===== config.mk =====
export PLATFORM = sky130hd
export DESIGN_NAME = dda_line_point_generator
export DESIGN_NICKNAME = d
export VERILOG_FILES = /design/src/hw/rtl/dlpg_pkg.sv /design/src/hw/rtl/dda_line_point_generator.sv
export SDC_FILE = /design/constraint.sdc
export NUM_CORES = 1
export LEC_CHECK = 0
export ABC_AREA = 1
export BUFFER_PORTS_ARGS = -buffer_cell sky130_fd_sc_hd__buf_2
export CAP_MARGIN = 40
export CORE_ASPECT_RATIO = 0.7
export CORE_UTILIZATION = 56
export CTS_CLUSTER_SIZE = 14
export DETAILED_ROUTE_END_ITERATION = 10
export MAX_ROUTING_LAYER = met4
export PLACE_DENSITY = 0.79
export RECOVER_POWER = 50
export SLEW_MARGIN = 5
export SYNTH_ARGS = -nofsm -noshare
export SYNTH_HDL_FRONTEND = slang
export SYNTH_SLANG_ARGS = --single-unit

===== constraint.sdc =====
create_clock -name clk -period 11.5 [get_ports clk]
set_clock_uncertainty 0.1 [all_clocks]
set_input_delay 0 -clock clk [delete_from_list [all_inputs] [get_ports clk]]
set_output_delay 0 -clock clk [all_outputs]
set_load 0.1 [all_outputs]

===== src/hw/rtl/dlpg_pkg.sv =====
package dlpg_pkg;

  // operation carried in s_tuser
  localparam logic OP_LOAD = 1'b0;
  localparam logic OP_STEP = 1'b1;

  // controller states
  typedef enum logic {
    ST_READY,
    ST_DIVIDE
  } state_t;

endpackage


===== src/hw/rtl/dda_line_point_generator.sv =====
// DDA line point generator. A load transaction (s_tuser = 0) takes two integer endpoints and
// prepares a line of max(|dx|,|dy|)+1 points; each step transaction (s_tuser = 1) then
// returns one point, rounded half away from zero, and the final point of the line comes
// with m_tlast set. A step while no line is in progress returns nothing. Step transactions
// are taken one per cycle as long as the output is drained. After a load is accepted, the
// bit-serial restoring divider forms both per-step increments, one quotient bit per cycle
// for x and y together; s_tready stays low while it runs. Equal endpoints skip the divider.
// A load replaces any line in progress.
module dda_line_point_generator #(
  parameter int COORD_BITS = 11,
  parameter int FRAC_BITS  = 16
) (
  input  logic clk,
  input  logic rst,
  // input transactions
  input  logic                                  s_tvalid,
  output logic                                  s_tready,
  // start_x, start_y, end_x, end_y from the lowest bit up, zero padded
  input  logic [((4*COORD_BITS+7)/8)*8-1:0]     s_tdata,
  // opcode
  input  logic                                  s_tuser,
  // result transactions
  output logic                                  m_tvalid,
  input  logic                                  m_tready,
  // point_x, point_y from the lowest bit up, zero padded
  output logic [((2*COORD_BITS+7)/8)*8-1:0]     m_tdata,
  // last_point
  output logic                                  m_tlast
);

  localparam int AccW  = COORD_BITS + FRAC_BITS + 1;
  localparam int IncW  = FRAC_BITS + 2;
  localparam int QW    = FRAC_BITS + 1;
  localparam int RemW  = COORD_BITS + 1;
  localparam int DiffW = COORD_BITS + 1;
  localparam int PtsW  = COORD_BITS + 1;
  localparam int CntW  = $clog2(FRAC_BITS + 1);
  localparam int OutW  = ((2*COORD_BITS+7)/8)*8;
  localparam logic [AccW-1:0] HalfC = AccW'(1) << (FRAC_BITS - 1);

  dlpg_pkg::state_t state, state_next;

  logic signed [AccW-1:0] acc_x, acc_y;
  logic signed [IncW-1:0] inc_x, inc_y;
  logic [PtsW-1:0]        points_left;
  logic                   line_active;

  // divider registers
  logic [RemW-1:0]       rem_x, rem_y;
  logic [QW-1:0]         quo_x, quo_y;
  logic [COORD_BITS-1:0] steps;
  logic                  neg_x, neg_y;
  logic [CntW-1:0]       cnt;

  logic [COORD_BITS-1:0] pt_x, pt_y;

  // handshake
  logic in_fire, load_fire, step_fire, div_done;

  assign s_tready  = (state == dlpg_pkg::ST_READY) && (!m_tvalid || m_tready);
  assign in_fire   = s_tvalid && s_tready;
  assign load_fire = in_fire && (s_tuser == dlpg_pkg::OP_LOAD);
  assign step_fire = in_fire && (s_tuser == dlpg_pkg::OP_STEP) && line_active;

  // endpoint differences and step count
  logic signed [COORD_BITS-1:0] sx, sy, ex, ey;
  logic signed [DiffW-1:0]      dx, dy;
  logic [DiffW-1:0]             adx, ady;
  logic [COORD_BITS-1:0]        steps_in;

  always_comb begin
    sx = s_tdata[0 +: COORD_BITS];
    sy = s_tdata[COORD_BITS +: COORD_BITS];
    ex = s_tdata[2*COORD_BITS +: COORD_BITS];
    ey = s_tdata[3*COORD_BITS +: COORD_BITS];
    dx = {ex[COORD_BITS-1], ex} - {sx[COORD_BITS-1], sx};
    dy = {ey[COORD_BITS-1], ey} - {sy[COORD_BITS-1], sy};
    adx = dx[DiffW-1] ? -dx : dx;
    ady = dy[DiffW-1] ? -dy : dy;
    steps_in = (adx >= ady) ? adx[COORD_BITS-1:0] : ady[COORD_BITS-1:0];
  end

  // one restoring division step for each axis
  logic [RemW-1:0] steps_ext, trial_x, trial_y, keep_x, keep_y;
  logic            bit_x, bit_y;
  logic [QW-1:0]   qf_x, qf_y;

  always_comb begin
    steps_ext = {1'b0, steps};
    trial_x   = rem_x - steps_ext;
    trial_y   = rem_y - steps_ext;
    bit_x     = (rem_x >= steps_ext);
    bit_y     = (rem_y >= steps_ext);
    keep_x    = bit_x ? trial_x : rem_x;
    keep_y    = bit_y ? trial_y : rem_y;
    qf_x      = {quo_x[QW-2:0], bit_x};
    qf_y      = {quo_y[QW-2:0], bit_y};
  end

  // point rounding, half away from zero
  logic [AccW-1:0] rnd_x, rnd_y;

  always_comb begin
    rnd_x = acc_x + HalfC - {{(AccW-1){1'b0}}, acc_x[AccW-1]};
    rnd_y = acc_y + HalfC - {{(AccW-1){1'b0}}, acc_y[AccW-1]};
    pt_x  = rnd_x[FRAC_BITS +: COORD_BITS];
    pt_y  = rnd_y[FRAC_BITS +: COORD_BITS];
  end

  // state register
  always_ff @(posedge clk) begin
    if (rst) begin
      state <= dlpg_pkg::ST_READY;
    end else begin
      state <= state_next;
    end
  end

  // next state
  always_comb begin
    state_next = state;
    div_done   = 1'b0;
    unique case (state)
      dlpg_pkg::ST_READY: begin
        if (load_fire && (steps_in != '0)) begin
          state_next = dlpg_pkg::ST_DIVIDE;
        end
      end
      dlpg_pkg::ST_DIVIDE: begin
        if (cnt == '0) begin
          div_done   = 1'b1;
          state_next = dlpg_pkg::ST_READY;
        end
      end
      default: state_next = dlpg_pkg::ST_READY;
    endcase
  end

  // line state, divider and output register
  always_ff @(posedge clk) begin
    if (rst) begin
      acc_x       <= '0;
      acc_y       <= '0;
      inc_x       <= '0;
      inc_y       <= '0;
      points_left <= '0;
      line_active <= 1'b0;
      m_tvalid    <= 1'b0;
      cnt         <= '0;
    end else begin
      if (m_tvalid && m_tready) begin
        m_tvalid <= 1'b0;
      end

      if (load_fire) begin
        acc_x       <= {sx[COORD_BITS-1], sx, {FRAC_BITS{1'b0}}};
        acc_y       <= {sy[COORD_BITS-1], sy, {FRAC_BITS{1'b0}}};
        inc_x       <= '0;
        inc_y       <= '0;
        points_left <= {1'b0, steps_in} + PtsW'(1);
        line_active <= 1'b1;
        steps       <= steps_in;
        neg_x       <= dx[DiffW-1];
        neg_y       <= dy[DiffW-1];
        rem_x       <= {1'b0, adx[COORD_BITS-1:0]};
        rem_y       <= {1'b0, ady[COORD_BITS-1:0]};
        quo_x       <= '0;
        quo_y       <= '0;
        cnt         <= CntW'(FRAC_BITS);
      end else if (step_fire) begin
        m_tvalid    <= 1'b1;
        m_tdata     <= {{(OutW-2*COORD_BITS){1'b0}}, pt_y, pt_x};
        m_tlast     <= (points_left == PtsW'(1));
        points_left <= points_left - PtsW'(1);
        if (points_left == PtsW'(1)) begin
          line_active <= 1'b0;
        end
        acc_x <= acc_x + {{(AccW-IncW){inc_x[IncW-1]}}, inc_x};
        acc_y <= acc_y + {{(AccW-IncW){inc_y[IncW-1]}}, inc_y};
      end

      // one quotient bit per cycle
      if (state == dlpg_pkg::ST_DIVIDE) begin
        rem_x <= {keep_x[RemW-2:0], 1'b0};
        rem_y <= {keep_y[RemW-2:0], 1'b0};
        quo_x <= qf_x;
        quo_y <= qf_y;
        cnt   <= cnt - CntW'(1);
        if (div_done) begin
          inc_x <= neg_x ? -{1'b0, qf_x} : {1'b0, qf_x};
          inc_y <= neg_y ? -{1'b0, qf_y} : {1'b0, qf_y};
        end
      end
    end
  end

endmodule

Word-level counts from Yosys, hierarchy flattened
Index checks and enable logic that the tools add are counted.
Storage, ports and cells
  register bits after elaboration: 204
  input bits: 53
  output and inout port bits: 27
  word-level logic and storage cells: 105
Operators by class
  $add $sub $neg: 17
  $lt $le $gt $ge: 3
  eq/ne operators: 1
  multiplexer cells: 39
  bitwise operators: 4
  reduce and logical (&&, ||, !) cells: 19
Operators with widths (number)
  two-way mux 18 bit: 8
  two-way mux 28 bit: 4
  two-way mux 12 bit: 8
  adder 28 bit: 2
  adder 27 x 16 -> 27 bit (second input constant): 2
  subtractor 27 x 1 -> 27 bit: 2
  two-way mux 16 bit: 3
  negator 17 -> 18 bit: 2
  two-way mux 11 bit: 3
  >= comparator 12 x 11 -> 1 bit: 2
  negator 12 bit: 2
  subtractor 11 x 11 -> 12 bit: 2
  subtractor 11 bit: 2
  adder 11 x 1 -> 12 bit (second input constant): 1
  equality test 12 x 1 -> 1 bit (second input constant): 1
  >= comparator 12 bit: 1
  subtractor 12 x 1 -> 12 bit (second input constant): 1
  nonzero test 11 bit: 1
  two-way mux 1 bit: 10
  two-way mux 5 bit: 2
  logical AND 1 bit: 7
  AND reduction 2 bit: 3
  nonzero test 2 bit: 3
  logical NOT 5 bit: 1
  7 further kinds: 10

Depth between registers and ports, before layout
  depth after elaboration: 9
  gate-level depth with buffers: 34
  mapped depth without buffers: 33

Worst setup path before layout
No wires, ideal clock.
  path kind: register -> register
  start: register m_tvalid
  end: register quo_x[0] (enable)
  library setup time: 471 ps
  data arrival time: 4625 ps
  required time: 10929 ps
  setup slack: 6304 ps
  stages on the path, launching flop included: 6
  path buffers: 0
  period minus slack after synthesis: 5196 ps
  path through: dfxtp_1 > a21oi_2 > nand2_1 > nor2_2 > nor2_1 > nor2_1
Between the ends
  cells in the longest elaborated chain, start to end: 7
RTL lines
  from (decl): line dda_line_point_generator.sv:23  | output logic m_tvalid,
  from (signal assigned): line dda_line_point_generator.sv:148  | m_tvalid <= 1'b0;
  from (signal assigned): line dda_line_point_generator.sv:152  | m_tvalid <= 1'b0;
  from (signal assigned): line dda_line_point_generator.sv:171  | m_tvalid <= 1'b1;
  logical NOT 1 bit: line dda_line_point_generator.sv:60  | assign s_tready = (state == dlpg_pkg::ST_READY) && (!m_tvalid || m_tready);
  logical OR 1 bit: line dda_line_point_generator.sv:60
  logical AND 1 bit: line dda_line_point_generator.sv:60
  via s_tready: line dda_line_point_generator.sv:17  | output logic s_tready,
  logical AND 1 bit: line dda_line_point_generator.sv:61  | assign in_fire = s_tvalid && s_tready;
  logical AND 1 bit: line dda_line_point_generator.sv:62  | assign load_fire = in_fire && (s_tuser == dlpg_pkg::OP_LOAD);
  nonzero test 2 bit (no line)
  AND reduction 2 bit (no line)
  to (signal assigned): line dda_line_point_generator.sv:186  | quo_x <= qf_x;
  to (decl): line dda_line_point_generator.sv:50  | logic [QW-1:0] quo_x, quo_y;
The timed path passes the listed nets, and every way through them passes these cells.
A chain may end at the register's enable or synchronous reset.

Worst setup path in the final report
  start: register state
  end: register acc_y[22]
Between the ends
  cells in the longest elaborated chain, start to end: 6
  elaborated cells on any way between the ends: 8
  classes of those cells: mux (1); bitwise (1); reduce/logical (6)
RTL lines
  from (decl): line dda_line_point_generator.sv:41  | dlpg_pkg::state_t state, state_next;
  from (signal assigned): line dda_line_point_generator.sv:113  | state <= dlpg_pkg::ST_READY;
  from (signal assigned): line dda_line_point_generator.sv:115  | state <= state_next;
  NOT 1 bit *
  logical AND 1 bit *: line dda_line_point_generator.sv:60
  logical AND 1 bit *: line dda_line_point_generator.sv:61
  logical AND 1 bit (2 in a row): line dda_line_point_generator.sv:63  | assign step_fire = in_fire && (s_tuser == dlpg_pkg::OP_STEP) && line_active;
  nonzero test 2 bit (no line)
  to (signal assigned): line dda_line_point_generator.sv:157  | acc_y <= {sy[COORD_BITS-1], sy, {FRAC_BITS{1'b0}}};
  to (signal assigned): line dda_line_point_generator.sv:179  | acc_y <= acc_y + {{(AccW-IncW){inc_y[IncW-1]}}, inc_y};
  to (decl): line dda_line_point_generator.sv:43  | logic signed [AccW-1:0] acc_x, acc_y;
Mark *: on every way between the ends. The rest lies on a longest branch, timed or not.

==> results.json <==
{
  "setup_viol": 0,
  "seq_area_frac_synth_pct": 29.5,
  "post-route-min-period_ps": 5810,
  "floorplan.die_area_um2": 31000,
  "htree_levels": 1,
  "overflow": 0,
  "postSynthCellCount": 2381,
  "cpMostUsedCell": "clkbuf_1",
  "clkLatencyLatePin_ps": 550,
  "clk_pin_slew_worst_paths_ps": 60,
  "fmax_ghz": 0.172,
  "place.port_buffers": 73,
  "rsz0062_at_grt": "no",
  "gp_congestion": 0.954,
  "cts_root_buf": "clkbuf_16",
  "ys_async_sr_fraction_pct": 0,
  "multiInputGateArea_um2": 10300,
  "grt_pass1_vias": 15275,
  "syn_area_per_cell_um2": 7.12,
  "initial_core_util_pct": 57.8,
  "synth_top_area_share_pct": 16.3,
  "status": "complete, but fails checks",
  "drt_pre_antenna_iters": 6,
  "drv_slew": 189,
  "crit_chain": "a21oi_1, nand3_1, clkbuf_1, nor2_1, clkbuf_1, inv_1, nor2_2, clkbuf_1, inv_1, a21oi_1, o21ai_0, o211ai_1",
  "synth-edff-count": 92,
  "setup_slack_ps": 5690,
  "fill_cells": 2518,
  "p_leak_nw": 9.17,
  "path_buf_inv": 5,
  "ys_seq_elements": 204,
  "vias_per_cell": 5.76,
  "violations": "capacitance limit, slew limit",
  "crit_type": "flop to flop",
  "dpl.hpwl_um": 37400,
  "die_h_um": 148,
  "drv_cap": 5,
  "grt_pass1_wl_um": 78600,
  "hold_path_class": "input pin to flop",
  "power.density_nw_per_um2": 140,
  "wl_per_cell_um": 17.0,
  "vias": 16674,
  "layout-drive-gt1-share_pct": 7.07,
  "ios": 80,
  "nNetsFinal": 2700,
  "cts_resized": 0,
  "cp_top_family": "buffers and inverters",
  "dp_slack_ps": 6050,
  "antenna_found_initial": 1,
  "relSlewSlack_pct": -78.4,
  "cts_tree": "done",
  "grt_max_degree": 60,
  "ff_latch_area_um2": 5000,
  "drc": 0,
  "min_period_over_period_pct": 50.5,
  "wl_um": 49300,
  "fin_tns_setup_ps": 0,
  "ys_types": 63,
  "antennaDiodeCount": 0,
  "ys.flop_type": "dfxtp_1",
  "final_common_cell": "nand2_1",
  "slowest_delay_ps": 1290,
  "layout_common_cells": "nand2_1 (522), inv_1 (358), a21oi_1 (197), o21ai_0 (180), ha_1 (169)",
  "synth.area.top_cells": "edfxtp_1 (16%), dfxtp_1 (13%), ha_1 (12%)",
  "peakVddDrop_mv": 0.0963,
  "cp.required_ps": 11860,
  "start_kind": "flop",
  "crit_path_end_kind": "flop",
  "cp_slowest_cell": "clkbuf_1",
  "crit_arrival_ps": 6170,
  "grt_usage_pct": 32.6,
  "cts.sinks": 204,
  "clk_path_buf_depth": 3,
  "syn2layout_area_growth_pct": 10.1,
  "fp-row-count": 52,
  "yosysTopAreaCell": "edfxtp_1",
  "ys_warn_count": 0,
  "worst_pin_slew_ps": 2680,
  "syn_area_um2": 17000,
  "cp_max_fo": 28,
  "hold_viol_final": 0,
  "ant_nets": 0,
  "die_width_um": 210,
  "dr.first_iter.drc_count": 1578,
  "cts_setup_buffers": 0,
  "cts_made_buffers": 23,
  "coreArea_um2": 29300
}
## synthesized netlist by cell type (all sizes together) (6+ instances only)
| cell | n |
|---|---|
| nand2 | 559 |
| inv | 363 |
| a21oi | 202 |
| o21ai | 194 |
| nand3 | 171 |
| nor2 | 171 |
| ha | 169 |
| dfxtp | 112 |
| edfxtp | 92 |
| xor2 | 52 |
| clkbuf | 36 |
| nand4 | 34 |
| xnor2 | 31 |
| o211ai | 25 |
| nor3 | 22 |
| a31oi | 15 |
| buf | 14 |
| nor4 | 14 |
| o21bai | 13 |
| or2 | 10 |
| a21boi | 9 |
| a21o | 9 |
| o221ai | 9 |
| a32o | 8 |
| a32oi | 7 |
| fa | 6 |
| o31ai | 6 |
## cells by family after synthesis
kind of cell	synth area share (%)
AO/OA/AOI/OAI	17.3
adder cells (fa/ha/maj)	13.2
XOR/XNOR	4.33
flip-flops	29.5
other	0.0221
buffers and inverters	9.50
AND/OR/NAND/NOR	26.1
## report_power, final
group | total, W | switching (W) | internal, W
Clock | 0.000781 | 0.000336 | 0.000444
Sequential | 0.000873 | 0.0000427 | 0.000830
Combinational | 0.000962 | 0.000655 | 0.000307
## area by class of cell
type                       count  area share (%)
timing repair buffer         115            3.72
clock inverter                13           0.737
tap                          405            2.71
inverter                     363            7.30
clock buffer                  29            3.42
sequential                   204            26.8
multi-input combinational   1765            55.3
## layer usage
metal / vias to the layer above / wire (um) / global-route usage (%)
li1: 8189 / - / -
met1: 7612 / 22900 / 47.4
met2: 781 / 20200 / 46.5
met3: 92 / 5360 / 6.46
met4: 0 / 911 / 6.86
met5: - / 0 / -
## path summary, 6_finish.rpt
path	start	end	slack, ps	depth (start not counted)
worst max register to register	state$_SDFF_PP0_	acc_y[22]$_SDFFE_PP0P_	5690	12
worst min register to register	inc_y[11]$_SDFF_PP0_	inc_y[11]$_SDFF_PP0_	370	2
worst max-delay path	state$_SDFF_PP0_	acc_y[22]$_SDFFE_PP0P_	5690	12
worst min-delay path	s_tdata[33]	rem_y[0]$_SDFFCE_PP0P_	20	4
## sequential cells by signal, indices dropped and copies added (netlist names)
signal       cells
inc_y           18
neg_y            1
neg_x            1
m_tdata         22
steps           11
acc_y           28
inc_x           18
quo_x           16
cnt              5
acc_x           28
rem_x           12
line_active      1
m_tlast          1
rem_y           12
quo_y           16
state            1
m_tvalid         1
points_left     12
## per-stage QoR
| step | hold WS [ps] | power, W | area [um2] | utilization (%) | cells |
|---|---|---|---|---|---|
| 6_report | 19.1 | 0.00262 | 18700 | 63.6 | 2894 |
| 5_1_grt | 19.8 | 0.00275 | 18700 | 63.6 | 2894 |
| 4_1_cts | 22.7 | 0.00259 | 18800 | 64.0 | 2894 |
| 3_5_place_dp | 128 | 0.00181 | 17700 | 60.4 | 2825 |
| 3_3_place_gp | 121 | 0.00178 | 17700 | 60.3 | 2823 |
| 2_1_floorplan | 12.3 | 0.00158 | 17000 | - | 2382 |
## what timing repair did
item,4_1_cts,5_1_grt
hold buffers,27,0
hold endpoints to repair,49,0
endpoints found under the setup margin,0,0
## worst reg2reg max path, stage by stage (launching register included)
cell and delay, ps:
dfxtp_1 390, a21oi_1 310, nand3_1 120, clkbuf_1 640, nor2_1 270, clkbuf_1 810
inv_1 170, nor2_2 120, clkbuf_1 1290, inv_1 930, a21oi_1 340, o21ai_0 130
o211ai_1 90
(Power assumes the default switching activity.)
